File: config.mk
export PLATFORM = sky130hd
export DESIGN_NAME = instruction_prefix_decoder
export DESIGN_NICKNAME = d
export VERILOG_FILES = /design/src/rtl/ipd_pkg.sv /design/src/rtl/instruction_prefix_decoder.sv /design/src/rtl/ipd_step.sv
export SDC_FILE = /design/constraint.sdc
export NUM_CORES = 1
export LEC_CHECK = 0
export BUFFER_PORTS_ARGS = -buffer_cell sky130_fd_sc_hd__buf_4
export CAP_MARGIN = 25
export CORE_ASPECT_RATIO = 0.6
export CORE_MARGIN = 4
export CORE_UTILIZATION = 27
export CTS_CLUSTER_DIAMETER = 50
export CTS_CLUSTER_SIZE = 30
export DETAILED_ROUTE_END_ITERATION = 8
export SYNTH_ARGS = -nofsm -noshare
export SYNTH_HDL_FRONTEND = slang
export SYNTH_HIERARCHICAL = 1
export SYNTH_SLANG_ARGS = --single-unit
File: constraint.sdc
create_clock -name clk -period 2.7 [get_ports clk]
set_clock_uncertainty 0.2 [all_clocks]
set_input_delay 0.54 -clock clk [delete_from_list [all_inputs] [get_ports clk]]
set_output_delay 0.54 -clock clk [all_outputs]
set_load 0.005 [all_outputs]
File: src/rtl/ipd_pkg.sv
// shared types, codes and default-state function for the instruction prefix decoder
`default_nettype none
package ipd_pkg;

  typedef enum logic [2:0] {
    TBL_B16 = 3'd0,
    TBL_B32 = 3'd1,
    TBL_B64 = 3'd2,
    TBL_E16 = 3'd3,
    TBL_E32 = 3'd4,
    TBL_E64 = 3'd5
  } ipd_table_t;

  typedef enum logic [1:0] {
    MODE_REAL = 2'd0,
    MODE_PROT = 2'd1,
    MODE_LONG = 2'd2
  } ipd_mode_t;

  typedef enum logic [1:0] {
    ASZ_16 = 2'd0,
    ASZ_32 = 2'd1,
    ASZ_64 = 2'd2
  } ipd_asz_t;

  localparam logic [7:0] BYTE_ESCAPE   = 8'h0F;
  localparam logic [7:0] BYTE_SEG_CS   = 8'h2E;
  localparam logic [7:0] BYTE_SEG_DS   = 8'h3E;
  localparam logic [7:0] BYTE_REX_LO   = 8'h40;
  localparam logic [7:0] BYTE_REX_W_LO = 8'h48;
  localparam logic [7:0] BYTE_REX_HI   = 8'h4F;
  localparam logic [7:0] BYTE_OPSIZE   = 8'h66;
  localparam logic [7:0] BYTE_ADSIZE   = 8'h67;
  localparam logic [7:0] BYTE_REP      = 8'hF3;
  localparam logic [7:0] BYTE_WAIT     = 8'h9B;

  localparam int unsigned DATA_W = 24;

  typedef struct packed {
    ipd_table_t table_sel;
    logic       escape;
    logic       rex_plain;
    logic       rex_r;
    logic       rex_x;
    logic       rex_b;
    logic       wide;
    ipd_asz_t   addr;
    logic       seg_code;
    logic       rep;
    logic       fwait;
    logic       opsize;
  } ipd_state_t;

  // mode code three behaves as real mode
  function automatic ipd_mode_t eff_mode(input logic [1:0] mode);
    ipd_mode_t m;
    case (mode)
      2'd1:    m = MODE_PROT;
      2'd2:    m = MODE_LONG;
      default: m = MODE_REAL;
    endcase
    return m;
  endfunction

  function automatic ipd_state_t state_defaults(input ipd_mode_t m);
    ipd_state_t s;
    s           = '0;
    s.table_sel = (m == MODE_REAL) ? TBL_B16 : TBL_B32;
    s.wide      = (m == MODE_LONG);
    case (m)
      MODE_PROT: s.addr = ASZ_32;
      MODE_LONG: s.addr = ASZ_64;
      default:   s.addr = ASZ_16;
    endcase
    return s;
  endfunction

endpackage
`default_nettype wire

File: src/rtl/instruction_prefix_decoder.sv
// top level of the instruction prefix decoder: state, handshake and result register
`default_nettype none
// Takes one instruction byte per beat on the s_ side and gives one decoded record on the m_ side
// for each opcode byte; prefix bytes only update the held prefix state. The prefix state
// register feeds a small combinational update and the record lands in
// an output register, so a byte is accepted every cycle while the output register is empty or
// being taken. cfg_we loads cpu_mode and resets the prefix state to the defaults for that mode;
// write it only while no byte is in flight.
module instruction_prefix_decoder
  import ipd_pkg::*;
(
  input  wire logic              clk,
  input  wire logic              rst,
  input  wire logic              cfg_we,
  input  wire logic [1:0]        cfg_wdata,   // cpu_mode
  input  wire logic              s_tvalid,
  output logic                   s_tready,
  input  wire logic [7:0]        s_tdata,     // instr_byte
  output logic                   m_tvalid,
  input  wire logic              m_tready,
  // opcode_byte[7:0], table_select[10:8], rex_seen, rex_reg_ext, rex_index_ext,
  // rex_base_ext, operand_wide, address_size[17:16], segment_is_code, repeat_prefix,
  // wait_prefix, size_override_seen, zero pad
  output logic [DATA_W-1:0]      m_tdata
);

  logic [1:0] cpu_mode;
  ipd_state_t state;
  ipd_state_t state_next;
  ipd_mode_t  mode;
  logic       is_opcode;
  logic       in_beat;

  assign mode     = eff_mode(cpu_mode);
  assign s_tready = !m_tvalid || m_tready;
  assign in_beat  = s_tvalid && s_tready;

  ipd_step u_step (
    .state      (state),
    .mode       (mode),
    .instr_byte (s_tdata),
    .state_next (state_next),
    .is_opcode  (is_opcode)
  );

  always_ff @(posedge clk) begin
    if (rst) begin
      cpu_mode <= 2'd0;
      state    <= state_defaults(MODE_REAL);
      m_tvalid <= 1'b0;
    end else begin
      if (in_beat && is_opcode && !cfg_we) begin
        m_tvalid <= 1'b1;
      end else if (m_tready) begin
        m_tvalid <= 1'b0;
      end
      if (cfg_we) begin
        cpu_mode <= cfg_wdata;
        state    <= state_defaults(eff_mode(cfg_wdata));
      end else if (in_beat) begin
        if (is_opcode) begin
          state <= state_defaults(mode);
        end else begin
          state <= state_next;
        end
      end
    end
  end

  // result payload, no reset needed
  always_ff @(posedge clk) begin
    if (in_beat && is_opcode) begin
      m_tdata <= {2'b00, state.opsize, state.fwait, state.rep, state.seg_code,
                  state.addr, state.wide, state.rex_b, state.rex_x, state.rex_r,
                  state.rex_plain, state.table_sel, s_tdata};
    end
  end

endmodule
`default_nettype wire

File: src/rtl/ipd_step.sv
// per-byte prefix update: classifies one byte and computes the next prefix state
`default_nettype none
module ipd_step
  import ipd_pkg::*;
(
  input  wire ipd_state_t state,
  input  wire ipd_mode_t  mode,
  input  wire logic [7:0] instr_byte,
  output ipd_state_t      state_next,
  output logic            is_opcode
);

  logic is_rex;

  assign is_rex = (instr_byte >= BYTE_REX_LO) && (instr_byte <= BYTE_REX_HI)
                  && (mode == MODE_LONG);

  always_comb begin
    state_next = state;
    is_opcode  = 1'b0;
    if (state.escape) begin
      // byte after the escape always ends the instruction
      is_opcode = 1'b1;
    end else if (instr_byte == BYTE_ESCAPE) begin
      case (mode)
        MODE_PROT: state_next.table_sel = TBL_E32;
        MODE_LONG: state_next.table_sel = (state.table_sel == TBL_B64) ? TBL_E64 : TBL_E32;
        default:   state_next.table_sel = TBL_E16;
      endcase
      state_next.escape = 1'b1;
    end else if (instr_byte == BYTE_SEG_CS) begin
      state_next.seg_code = 1'b1;
    end else if (instr_byte == BYTE_SEG_DS) begin
      state_next.seg_code = 1'b0;
    end else if (is_rex) begin
      state_next.rex_r = state.rex_r | instr_byte[2];
      state_next.rex_x = state.rex_x | instr_byte[1];
      state_next.rex_b = state.rex_b | instr_byte[0];
      if (instr_byte == BYTE_REX_LO) begin
        state_next.rex_plain = 1'b1;
      end
      if (instr_byte >= BYTE_REX_W_LO) begin
        state_next.wide      = 1'b1;
        state_next.table_sel = (state.table_sel == TBL_E32) ? TBL_E64 : TBL_B64;
      end
    end else if (instr_byte == BYTE_OPSIZE) begin
      case (state.table_sel)
        TBL_B16: state_next.table_sel = TBL_B32;
        TBL_E16: state_next.table_sel = TBL_E32;
        TBL_B32: state_next.table_sel = TBL_B16;
        default: state_next.table_sel = TBL_E32;
      endcase
      state_next.opsize = 1'b1;
    end else if (instr_byte == BYTE_ADSIZE) begin
      // sixty-four and sixteen both go to thirty-two
      state_next.addr = (state.addr == ASZ_32) ? ASZ_16 : ASZ_32;
    end else if (instr_byte == BYTE_REP) begin
      state_next.rep = 1'b1;
    end else if (instr_byte == BYTE_WAIT) begin
      state_next.fwait = 1'b1;
    end else begin
      is_opcode = 1'b1;
    end
  end

endmodule
`default_nettype wire

Word-level counts from Yosys, hierarchy flattened:

Index checks and enable logic that the tools add are counted.

* bits of input ports: 15
* register bits after elaboration: 40

* multiplexer cells: 55
* order comparisons: 3
* equality and inequality tests: 37
* bitwise logic cells: 3
* reduce and logical (&&, ||, !) cells: 33

Operators by type and width (count)
* 2-to-1 mux 15 bit: 4
* 2-to-1 mux 3 bit: 10
* == test 8 x 7 -> 1 bit, second input constant: 3
* 2-to-1 mux 1 bit: 24
* AND reduction 7 bit: 3
* == test 8 x 6 -> 1 bit, second input constant: 2
* == test 8 bit, second input constant: 2
* greater-or-equal comparator 8 x 7 -> 1 bit, second input constant: 2
* case mux 2 bit (2 select lines): 4
* != test 3 bit, second input constant: 5
* 2-to-1 mux 2 bit: 7
* 2-to-1 mux 7 bit: 2
* != test 2 bit, second input constant: 7
* nonzero test 2 bit: 7
* case mux 3 bit (2 select lines): 2
* AND reduction 6 bit: 2
* nonzero test 3 bit: 4
* 2-to-1 mux 11 bit: 1
* == test 2 x 1 -> 1 bit, second input constant: 5
* AND reduction 10 bit: 1
* AND reduction 9 bit: 1
* == test 2 bit, second input constant: 4
* == test 8 x 4 -> 1 bit, second input constant: 1
* less-or-equal comparator 8 x 7 -> 1 bit, second input constant: 1
* other kinds (18): 27

Longest topological paths before layout:

Gate-level depths: netlist of the first run.

* word-level depth: 13
* mapped depth: 12
* gate-level depth less buffers: 11

Cells and area by module:

The synthesis of the first run kept the hierarchy.

By module, submodules not included
* instruction_prefix_decoder: cells an instance 129, seq. area each 1021.0 µm², area each 1632.8 µm², instances 1
* ipd_step: cells an instance 73, seq. area each 0.0 µm², area each 501.7 µm², instances 1

Least setup slack after synthesis of the first run:

Ideal clock, no wire load.

* kind: input-to-reg
* from: input s_tdata[0]
* to: register m_tdata[0] (enable)
* data arrival time: 2142 ps
* stages: 7
* library setup time: 381 ps
* path buffers: 3
* setup slack: -22 ps
* path through: buf_2 and3_1 o21ai_0 a31o_2 buf_2 clkbuf_1 and3_1

* longest elaborated chain between the ends: 11
* elaborated cells between the ends (all ways): 21

Ends and longest elaborated chain
* from (decl): RTL line instruction_prefix_decoder.sv:18 `input wire logic [7:0] s_tdata,`
* == test 8 bit: RTL line ipd_step.sv:59 `end else if (instr_byte == BYTE_WAIT) begin`
* 2-to-1 mux 1 bit: RTL line ipd_step.sv:59
* 2-to-1 mux 1 bit: RTL line ipd_step.sv:57 `end else if (instr_byte == BYTE_REP) begin`
* 2-to-1 mux 1 bit: RTL line ipd_step.sv:54 `end else if (instr_byte == BYTE_ADSIZE) begin`
* 2-to-1 mux 1 bit: RTL line ipd_step.sv:46 `end else if (instr_byte == BYTE_OPSIZE) begin`
* 2-to-1 mux 1 bit: RTL line ipd_step.sv:35 `end else if (is_rex) begin`
* 2-to-1 mux 1 bit: RTL line ipd_step.sv:33 `end else if (instr_byte == BYTE_SEG_DS) begin`
* 2-to-1 mux 1 bit: RTL line ipd_step.sv:31 `end else if (instr_byte == BYTE_SEG_CS) begin`
* 2-to-1 mux 1 bit (*): RTL line ipd_step.sv:24 `end else if (instr_byte == BYTE_ESCAPE) begin`
* 2-to-1 mux 1 bit (*): RTL line ipd_step.sv:21 `if (state.escape) begin`
* net is_opcode: RTL line instruction_prefix_decoder.sv:31 `logic is_opcode;`
* logical AND 1 bit (*): RTL line instruction_prefix_decoder.sv:72 `if (in_beat && is_opcode) begin`
* to (signal assigned): RTL line instruction_prefix_decoder.sv:73 `m_tdata <= {2'b00, state.opsize, state.fwait, state.rep, state.seg_code,`
* to (decl): RTL line instruction_prefix_decoder.sv:24 `output logic [DATA_W-1:0] m_tdata`

Mark *: on every way through the listed nets, which the timed path passes. The rest lies on a longest branch.
A chain may end at the register's enable or synchronous reset.

==> flow_summary.json, run 1 <==
{
  "run_status": "complete, no violations",
  "dp.final_hpwl_um": 4010,
  "grt_max_degree": 19,
  "synth_ff_type": "edfxtp_1",
  "vias": 1759,
  "yosysWarnings": 6,
  "maxSlewHeadroom_pct": 61.4,
  "netSwitchingPower_mw": 0.320,
  "grt_pass1_vias": 1647,
  "grtUsageMet2_pct": 14.9,
  "place.gp.congestion": 0.912,
  "ir_drop_v": 0.000212,
  "combPwrFrac_pct": 11.0,
  "clock_path_buffers": 2,
  "setup_tns_ps": 0,
  "ys_types": 53,
  "gr-max-usage-layer": "met1",
  "seq_power_share_pct": 47.9,
  "syn_area_um2": 2130,
  "firstDrtPassIters": 4,
  "p_int_mw": 1.11,
  "cts_htree_levels": 2,
  "cts_hold_buf": 0,
  "drv_cap": 0,
  "critPathCaptureType": "flop",
  "grt.overflow.total": 0,
  "crit_fanout": 6,
  "timing.fmax_mhz": 402,
  "worst_hold_path_type": "flop to flop",
  "synth-seq-cells": 40,
  "hold_depth": 0,
  "critPathKind": "flop to flop",
  "crit_path_start_kind": "flop",
  "ff2ff_setup_slack_ps": 210,
  "drtIter0Drc": 171,
  "cp_slowest_cell": "dfxtp_1",
  "final_nets": 260,
  "numCtsBuffers": 5,
  "track_usage_pct": 12.4,
  "rr_worst_depth": 11,
  "hold_viol": 0,
  "ant_nets": 0,
  "drive_gt1_share_pct": 28.0,
  "post_synth.cell_area_avg_um2": 10.6,
  "dieWidth_um": 123,
  "clockPowerShare_pct": 41.1,
  "r2r_end": "state[12]$_SDFFE_PP0P_",
  "die-area_um2": 9440,
  "grt_pass1_wl_um": 9130,
  "drv_slew": 0,
  "drc": 0,
  "syn_to_final_growth_pct": 24.6,
  "layout_min_cycle_time_ps": 2490,
  "worstPathRequired_ps": 2640,
  "r2r_start": "cpu_mode[1]$_SDFFE_PP0P_",
  "slowest_delay_ps": 390,
  "powerDensity_nw_per_um2": 537,
  "pin_count": 41,
  "ys_seq_area_share_pct": 47.8,
  "hp-start": "state[7]$_SDFFE_PP0P_",
  "final.period_utilization_pct": 92.1,
  "rsz0062_at_grt": "no",
  "cts_tree": "yes",
  "power.leakage_nw": 1.04,
  "die_h_um": 76.9,
  "crit_chain": "inv_1 > ha_1 > inv_1 > ha_1 > and4b_2 > a2bb2oi_1 > a211oi_1 > o22ai_1 > nor2b_1 > o211ai_1 > o221ai_1",
  "use_met3_pct": 3.90,
  "setup_viol": 0,
  "synth_edf_count": 22,
  "min_delay_worst_endpoint": "m_tdata[14]$_DFFE_PP_",
  "portBuffers": 38,
  "clkTransAtPathRegs_ps": 50,
  "core_area_um2": 7480,
  "rows": 24,
  "netSwitchingFraction_pct": 22.4,
  "avgRoutedWirePerCell_um": 16.4,
  "grtUsageMet1_pct": 20.2,
  "crit_arrival_ps": 2420,
  "cts.sinks": 40,
  "startpoint": "cpu_mode[1]$_SDFFE_PP0P_",
  "postSynth.asyncResetShare_pct": 0,
  "final_util_pct": 35.6,
  "postRouteWirelength_um": 5610,
  "start_util_pct": 28.5,
  "antenna_found_initial": 0,
  "synth_cells": 202,
  "clkLatencyLatePin_ps": 280,
  "vias_per_cell": 5.13,
  "cts_root_buf": "clkbuf_16",
  "diodes": 0,
  "tightestPinTransition_ps": 580
}
-- cell usage in the layout, fill, tap and decap left out, types with 7 or more instances in the layout --
cell	synthesis	layout
a21o_1	7	7
a21oi_1	13	13
buf_4	4	45
dfxtp_1	18	18
edfxtp_1	22	22
ha_1	7	7
inv_1	9	9
nand4b_1	12	12
nor2_1	8	8
o21ai_0	16	16
-- metal layers --
layer	wire length [µm]	up-vias	part of all wire (%)
met1	3010	851	54
met3	507	5	9.0
met2	2050	63	36
met4	53	0	0.94
li1	-	840	-
met5	0	-	0
-- worst max-delay path, delay by kind of cell (launching register included) --
kind            cells  cell delay, ps
compound gates      5             750
simple gates        2             460
fa+ha+maj           2             420
flops               1             390
buf+inv             2             130
-- cell type report --
| class | instances | area [µm²] |
|---|---|---|
| Clock buffer | 7 | 143 |
| Clock inverter | 1 | 3.75 |
| Fill cell | 731 | 4820 |
| Inverter | 10 | 37.5 |
| Multi-Input combinational cell | 136 | 986 |
| Sequential cell | 40 | 1020 |
| Tap cell | 104 | 130 |
| Timing Repair Buffer | 45 | 338 |
-- metrics by stage --
stage | setup slack, ps | hold WS [ps] | power, mW | std cells | instance area, µm²
after floorplan | 135 | 217 | 0.774 | 203 | 2140
after global placement | 153 | 256 | 0.851 | 335 | 2500
after detailed placement | 126 | 253 | 0.851 | 335 | 2500
after CTS | 139 | 264 | 1.44 | 343 | 2650
after global routing | 28.3 | 277 | 1.49 | 343 | 2660
final | 212 | 263 | 1.43 | 343 | 2660
-- power by group through the flow --
stage	registers, mW	logic [mW]	clock network [mW]
2_1_floorplan	0.695	0.0787	0
3_3_place_gp	0.696	0.155	0
3_5_place_dp	0.696	0.155	0
4_1_cts	0.683	0.156	0.604
5_1_grt	0.686	0.172	0.630
6_report	0.683	0.156	0.587
-- synthesized netlist by cell type, types with 3 or more instances --
library cell  number  area (µm²)
a21o_1             7        52.6
a21oi_1           13        65.1
a31o_2             3        26.3
and3_1             3        18.8
buf_2              6        30.0
buf_4              4        30.0
clkbuf_1           4        15.0
dfxtp_1           18         360
edfxtp_1          22         661
ha_1               7        87.6
inv_1              9        33.8
mux2_2             4        45.0
nand2_1            3        11.3
nand2b_1           3        18.8
nand3_1            4        20.0
nand3b_1           3        22.5
nand4b_1          12         105
nor2_1             8        30.0
nor2b_1            3        18.8
nor3_1             5        25.0
o21ai_0           16        80.1
o221ai_1           4        35.0
or3b_1             4        35.0
-- flip-flops by register name (all words and copies together) (netlist names) --
| register | count |
|---|---|
| m_tdata | 22 |
| state | 15 |
| cpu_mode | 2 |
| m_tvalid | 1 |
-- cells by family (layout without fill, tap and decap cells) --
kind of cell / count (synthesis) / count (layout) / share of synthesized area (%)
flip-flops: 40 / 40 / 47.8
AO/OA/AOI/OAI: 57 / 57 / 17.6
AND/OR/NAND/NOR: 64 / 64 / 20.6
other: 1 / 2 / 0.176
adder cells (fa/ha/maj): 7 / 7 / 4.10
buffers and inverters: 27 / 63 / 6.56
multiplexers: 6 / 6 / 3.05
-- worst max path at each step --
stage                        endpoint  slack, ps
2_1_floorplan    m_tdata[0]$_DFFE_PP_        140
3_3_place_gp    m_tdata[13]$_DFFE_PP_        150
3_5_place_dp    m_tdata[13]$_DFFE_PP_        130
4_1_cts        state[12]$_SDFFE_PP0P_        140
5_1_grt        state[12]$_SDFFE_PP0P_         30
6_report       state[12]$_SDFFE_PP0P_        210
-- repair_timing --
action	4_1_cts	5_1_grt
setup buffers	0	0
resized for setup	0	2
setup endpoints to repair	0	1
Power figures use the tool's default switching activity.
==> run 2, diff against run 1 <==
- BUFFER_PORTS_ARGS: -buffer_cell sky130_fd_sc_hd__buf_4 -> -buffer_cell sky130_fd_sc_hd__clkbuf_2
- SYNTH_HIERARCHICAL: 1 -> not set
==> run 2 against run 1 <==
Net effect: setup slack improved by 130 ps; flip-flop and latch count is the same; die area shrank 8.5%; largest cell class unchanged.
==> flow_summary.json, run 2 <==
{
  "rows": 23,
  "crit_arrival_ps": 2160,
  "clkTransAtPathRegs_ps": 60,
  "final_common_cell": "clkbuf_2",
  "firstDrtPassIters": 4,
  "tightestPinTransition_ps": 506,
  "postSynth.asyncResetShare_pct": 0,
  "dp.cells": 329,
  "combPwrFrac_pct": 12.1,
  "netSwitchingFraction_pct": 22.2,
  "clockPowerShare_pct": 43.2,
  "dieWidth_um": 117,
  "mostFrequentLayoutCells": "38 x clkbuf_2, 31 x buf_4, 22 x edfxtp_1",
  "vias_per_cell": 4.81,
  "final.period_utilization_pct": 87.5,
  "ys_seq_area_share_pct": 52.7,
  "ir_drop_v": 0.000191,
  "rr_worst_depth": 8,
  "netSwitchingPower_mw": 0.340,
  "rsz0062_at_grt": "no",
  "cts_hold_buf": 0,
  "hold_viol": 0,
  "drv_cap": 0,
  "clkLatencyLatePin_ps": 280,
  "post_synth.cell_area_avg_um2": 10.9,
  "whs_ps": 229,
  "hold_depth": 0,
  "grt.overflow.total": 0,
  "syn_area_um2": 1940,
  "crit_fanout": 17,
  "cts.sinks": 40,
  "synth-seq-cells": 40,
  "setup_viol": 0,
  "grt_pass1_vias": 1466,
  "synth_top_area_cell": "edfxtp_1",
  "cts_resized": 0,
  "power.leakage_nw": 1.11,
  "critPathCaptureType": "flop",
  "track_usage_pct": 11.9,
  "synth_edf_count": 22,
  "avgRoutedWirePerCell_um": 14.8,
  "die_h_um": 73.6,
  "drtIter0Drc": 81,
  "core_area_um2": 6820,
  "regMostFlops": "m_tdata",
  "ys_top_cells_by_count": "22 x edfxtp_1, 22 x nor2_1, 18 x dfxtp_1",
  "grt_pass1_wl_um": 7890,
  "portBuffers": 38,
  "seq_power_share_pct": 44.7,
  "powerDensity_nw_per_um2": 581,
  "ys_types": 58,
  "synth_ff_type": "edfxtp_1",
  "synth_top_area_share_pct": 34.1,
  "worstPathRequired_ps": 2490,
  "cts_tree": "yes",
  "drive_gt1_share_pct": 37.6,
  "cts_setup_buffers": 0,
  "grt_max_degree": 18,
  "critPathKind": "input pin to flop",
  "pin_count": 41,
  "crit_path_start_kind": "input pin",
  "drv_slew": 0,
  "place.gp.congestion": 0.812,
  "cts_htree_levels": 2,
  "synth_cells": 177,
  "numCtsBuffers": 5,
  "layout_min_cycle_time_ps": 2360,
  "run_status": "complete, no violations",
  "diodes": 0,
  "largest_reg_flops": 22,
  "timing.fmax_mhz": 423,
  "syn_to_final_growth_pct": 36.3,
  "p_int_mw": 1.19,
  "start_util_pct": 28.4,
  "cts_root_buf": "clkbuf_16",
  "maxSlewHeadroom_pct": 66.2,
  "dp.final_hpwl_um": 3990,
  "clock_path_buffers": 2,
  "final_cells": 337,
  "vias": 1620,
  "ys_top_cells_by_area": "edfxtp_1 34%, dfxtp_1 19%, nor2_1 4.3%",
  "drc": 0,
  "yosysWarnings": 0,
  "worst_hold_path_type": "flop to flop",
  "antenna_found_initial": 0,
  "reg_top3": "m_tdata (22), state (15), cpu_mode (2)",
  "die-area_um2": 8640,
  "final_nets": 269,
  "postRouteWirelength_um": 4980,
  "ant_nets": 0
}
-- run 2: changes by cell type in the layout (fill, tap and decap cells not counted), moves of 4 or more --
cell / previous run / this run
a21oi_1: 13 / 6
mux2_2: 4 / 0
o221ai_1: 4 / 0
clkbuf_2: 0 / 38
o21ai_0: 16 / 5
or3b_1: 4 / 0
and2_1: 0 / 4
buf_4: 45 / 31
a31oi_1: 0 / 5
a21o_1: 7 / 1
nor2_1: 8 / 21
nand4b_1: 12 / 0
-- run 2: power by group through the flow --
stage | clock network [mW] | registers, mW | logic (mW)
4_1_cts | 0.676 | 0.686 | 0.185
5_1_grt | 0.707 | 0.689 | 0.202
3_5_place_dp | 0 | 0.698 | 0.184
6_report | 0.663 | 0.685 | 0.185
2_1_floorplan | 0 | 0.699 | 0.0820
3_3_place_gp | 0 | 0.699 | 0.177
-- run 2: cell type report --
class                           instances  area (µm²)
Timing Repair Buffer                   70         450
Tap cell                               87         109
Inverter                                8        30.0
Clock buffer                            5         125
Sequential cell                        40        1020
Multi-Input combinational cell        124         862
Fill cell                             683        4180
Clock inverter                          3        42.5
-- run 2: final timing paths --
path / endpoint / from / slack (ps)
min reg2reg: m_tdata[21]$_DFFE_PN_ / state[0]$_SDFFE_PP0P_ / 230
max: m_tdata[8]$_DFFE_PN_ / s_tdata[7] / 340
max reg2reg: m_tdata[8]$_DFFE_PN_ / cpu_mode[0]$_SDFFE_PP0P_ / 390
min: m_tdata[21]$_DFFE_PN_ / state[0]$_SDFFE_PP0P_ / 230
-- run 2: per-layer routing --
layer,vias to the layer above,track usage (%),part of all wire (%)
met5,-,0,0
met1,739,17.9,55
met2,62,14.3,34
li1,811,-,-
met4,0,4.29,1.5
met3,8,5.23,9.4
-- run 2: logic make-up (layout without fill, tap and decap cells) --
kind of cell,count (synthesis),in the layout,share of synthesized area (%)
AND/OR/NAND/NOR,74,74,22.9
AO/OA/AOI/OAI,41,41,16.9
flip-flops,40,40,52.7
buffers and inverters,14,86,3.10
adder cells (fa/ha/maj),5,5,3.23
multiplexers,2,2,1.03
other,1,2,0.194
-- run 2: critical path: stages --
cell	delay, ps
clkbuf_2	140
and4_1	220
a22o_1	210
a211oi_2	300
a21oi_2	110
nor2_2	410
buf_16	220
-- run 2: stage by stage --
stage          power [mW]  setup slack, ps  area [µm²]  TNS [ps]  utilization [%]
3_3_place_gp        0.876             -289        2440     -6350             35.8
3_5_place_dp        0.883             49.3        2470         0             36.3
2_1_floorplan       0.781              139        1940         0                -
4_1_cts              1.55              347        2640         0             38.7
6_report             1.53              338        2640         0             38.7
5_1_grt              1.60              203        2640         0             38.7
